[src/rtl/vnt_blend.sv]
// ----------------------------------------------------------------------------
// vnt_blend: registered Q0.16 linear blend
// y = (p*(1-s) + q*s) >> 16, computed as p + ((q-p)*s >> 16).
// ----------------------------------------------------------------------------
module vnt_blend (
    input  logic        i_clk,
    input  logic        i_en,
    input  logic [15:0] i_p,
    input  logic [15:0] i_q,
    input  logic [15:0] i_s,
    output logic [15:0] o_y
);

    logic signed [16:0] diff;
    logic signed [33:0] prod;
    logic signed [33:0] acc;
    logic        [15:0] r_y;

    // p*65536 is whole, so the floor of the sum equals the floor of the model's form
    always_comb begin
        diff = $signed({1'b0, i_q}) - $signed({1'b0, i_p});
        prod = 34'(diff) * 34'($signed({1'b0, i_s}));
        acc  = $signed({2'b00, i_p, 16'h0000}) + prod;
    end

    always_ff @(posedge i_clk) begin
        if (i_en) begin
            r_y <= acc[31:16];
        end
    end

    assign o_y = r_y;

endmodule

[config.mk]
export PLATFORM = sky130hd
export DESIGN_NAME = vnt_blend
export DESIGN_NICKNAME = d
export VERILOG_FILES = /design/src/rtl/vnt_blend.sv
export SDC_FILE = /design/constraint.sdc
export NUM_CORES = 1
export LEC_CHECK = 0
export BUFFER_PORTS_ARGS = -buffer_cell sky130_fd_sc_hd__buf_2
export CAP_MARGIN = 30
export CORE_MARGIN = 1
export CORE_UTILIZATION = 25
export DETAILED_ROUTE_END_ITERATION = 8
export PLACE_DENSITY = 0.44
export SETUP_SLACK_MARGIN = 0.1
export SYNTH_ARGS = -nofsm -noshare
export SYNTH_HDL_FRONTEND = slang
export SYNTH_SLANG_ARGS = --single-unit
[constraint.sdc]
create_clock -name i_clk -period 10.35 [get_ports i_clk]
set_input_delay 1.035 -clock i_clk [delete_from_list [all_inputs] [get_ports i_clk]]
set_output_delay 1.035 -clock i_clk [all_outputs]
set_load 0.005 [all_outputs]
==> results.cfg <==
[synthesis]
mappedNetlistArea_um2 = 12000
yosysTopAreaCell = fa_1
synth_seq_cells = 16
synth_enable_flop_cells = 16
async_flop_share_pct = 0
synth_area_leaders = fa_1 (48%), inv_1 (12%), ha_1 (12%)
yosysWarnings = 0
synthFlopType = edfxtp_1
ys_types = 59
syn_avg_cell_area_um2 = 9.25
synthCells = 1293
synth.net_count = 1739
yosysTopAreaCellShare_pct = 47.7
synth_seq_area_share_pct = 4.02

[timing]
min_period_over_period_pct = 86.5
slew_headroom_pct = 34.1
rsz0062_at_grt = false
setup_ws_ns = 1.39
max_freq_mhz = 112
drv_slew = 0
worstMarginPinSlew_ns = 0.984
fin_crit_ns = 8.96
hold_violations = 0
final-setup-viol-count = 0
final.setup.tns_ns = 0

[clocking]
cts.sinks = 16
cts-root-buf = clkbuf_16
cts_buffers = 3
cts_setup_buffers = 0
cts_hold_buf = 0
clkTransAtPathRegs_ns = 0.06
cts_max_path_buffers = 2
htreeDepth = 1
cts_tree = done
cts_resized = 0

[worst_setup_path]
startpoint_type = primary input
slowest_stage = fa_1
critPathKind = in2reg
crit_fanout = 16
crit_top_cell = fa_1
path_buf_inv = 5
arrival_ns = 8.96
critPathTopFamily = adder cells
crit_path_end_kind = flip-flop
cp_slowest_stage_delay_ns = 0.67
cp_data_required_time_ns = 10.35

[final_layout]
final_cell_mix = inv_1 (387), fa_1 (285), and2_1 (136)
fillers = 5120
multiInputGateArea_um2 = 9900
final_util_pct = 28.0
regArea_um2 = 480
mostFrequentLayoutCell = inv_1
syn2layout_area_growth_pct = 9.62
nets = 1787
largest_reg_flops = 16
layout-drive-gt1-share_pct = 8.58

[route]
vias_per_cell = 4.20
firstDrtPassIters = 7
drtIter0Drc = 320
wl_um = 32700
vias = 8183
route.detailed.drc = 2
post_drt_wl_per_cell_um = 16.8
ant_nets = 0

[global_route]
grt_use_total_pct = 14.5
globalRouteOverflowTotal = 0
grt_max_degree = 19
grt_pass1_vias = 9378
grt_pass1_wl_um = 52900
grt_antenna_before_repair = 0

[place]
place.gp.congestion = 0.797
dpl.hpwl_um = 27700
pre_cts_slack_ns = 1.02
port_buffers = 65

[hold_path]
whs_path_depth = 1
hold_path.class = in2reg
hp-start = i_en
hold-path-endpoint = o_y[0]$_DFFE_PP_

[floorplanning]
dieWidth_um = 221
initial_core_util_pct = 25.5
dieArea_um2 = 48700
io_pins = 66
chipHeight_um = 221
rows = 79
coreArea_um2 = 46900

[run_status]
violations = design-rule violations
status = finished with violations

[flow_run]
drv_cap = 0
stage by stage:
step	hold slack (ns)	std cells	instance area, um2
after floorplan	1.15	1293	12000
after global placement	1.43	1943	13000
after detailed placement	1.43	1943	13000
after CTS	1.28	1947	13100
after global routing	1.29	1947	13100
final	1.26	1948	13100
cell usage after synthesis (3+ instances only):
| master | number |
|---|---|
| a211oi_1 | 3 |
| and2_1 | 136 |
| nor2b_1 | 37 |
| ha_1 | 111 |
| a21o_1 | 7 |
| clkbuf_1 | 31 |
| a21oi_1 | 17 |
| inv_1 | 387 |
| o21a_1 | 4 |
| xnor2_1 | 39 |
| or2_2 | 3 |
| nand2b_1 | 14 |
| and2_2 | 6 |
| and2_4 | 3 |
| edfxtp_1 | 16 |
| o21ai_0 | 15 |
| buf_2 | 5 |
| nor3_1 | 8 |
| xor2_1 | 6 |
| o21ai_1 | 4 |
| nor2_1 | 23 |
| fa_1 | 285 |
| nand2_1 | 90 |
| nand3_1 | 3 |
layout make-up:
class / count / share of cell area [%]
diodes: 1 / 0.0191
clock buffers: 3 / 0.572
clock inverters: 1 / 0.0286
inverters: 387 / 11.1
multi-input cells: 853 / 75.5
flip-flops and latches: 16 / 3.66
well taps: 607 / 5.79
repair buffers: 80 / 3.34
cell families after synthesis:
group / synth area share, %
buf+inv: 13.4
simple gates: 15.5
compound gates: 4.13
fa+ha+maj: 59.4
flops: 4.02
xor+xnor: 3.43
mux: 0.0837
layer usage:
layer  GRT usage [%]  vias to the layer above  share of wire [%]
li1                -                     3815                  -
met1            18.3                     4269                 43
met2            27.7                       85                 54
met3           0.880                       14                1.7
met4            1.69                        0                1.1
met5               0                        -                  0
how the worst max path moves through the flow:
| stage | start | endpoint | slack (ns) | cells past startpoint |
|---|---|---|---|---|
| global placement | i_p[0] | o_y[15]$_DFFE_PP_ | 1.06 | 26 |
| floorplan | i_p[2] | o_y[15]$_DFFE_PP_ | 2.26 | 27 |
| CTS | i_p[0] | o_y[15]$_DFFE_PP_ | 1.27 | 26 |
| finish | i_p[0] | o_y[15]$_DFFE_PP_ | 1.39 | 26 |
| detailed placement | i_q[0] | o_y[15]$_DFFE_PP_ | 1.02 | 27 |
| global route | i_p[1] | o_y[15]$_DFFE_PP_ | 0.80 | 29 |
Power is left out: the tool's default activity adds up to more than one toggle a clock period on the data nets, which glitch-free logic cannot reach.
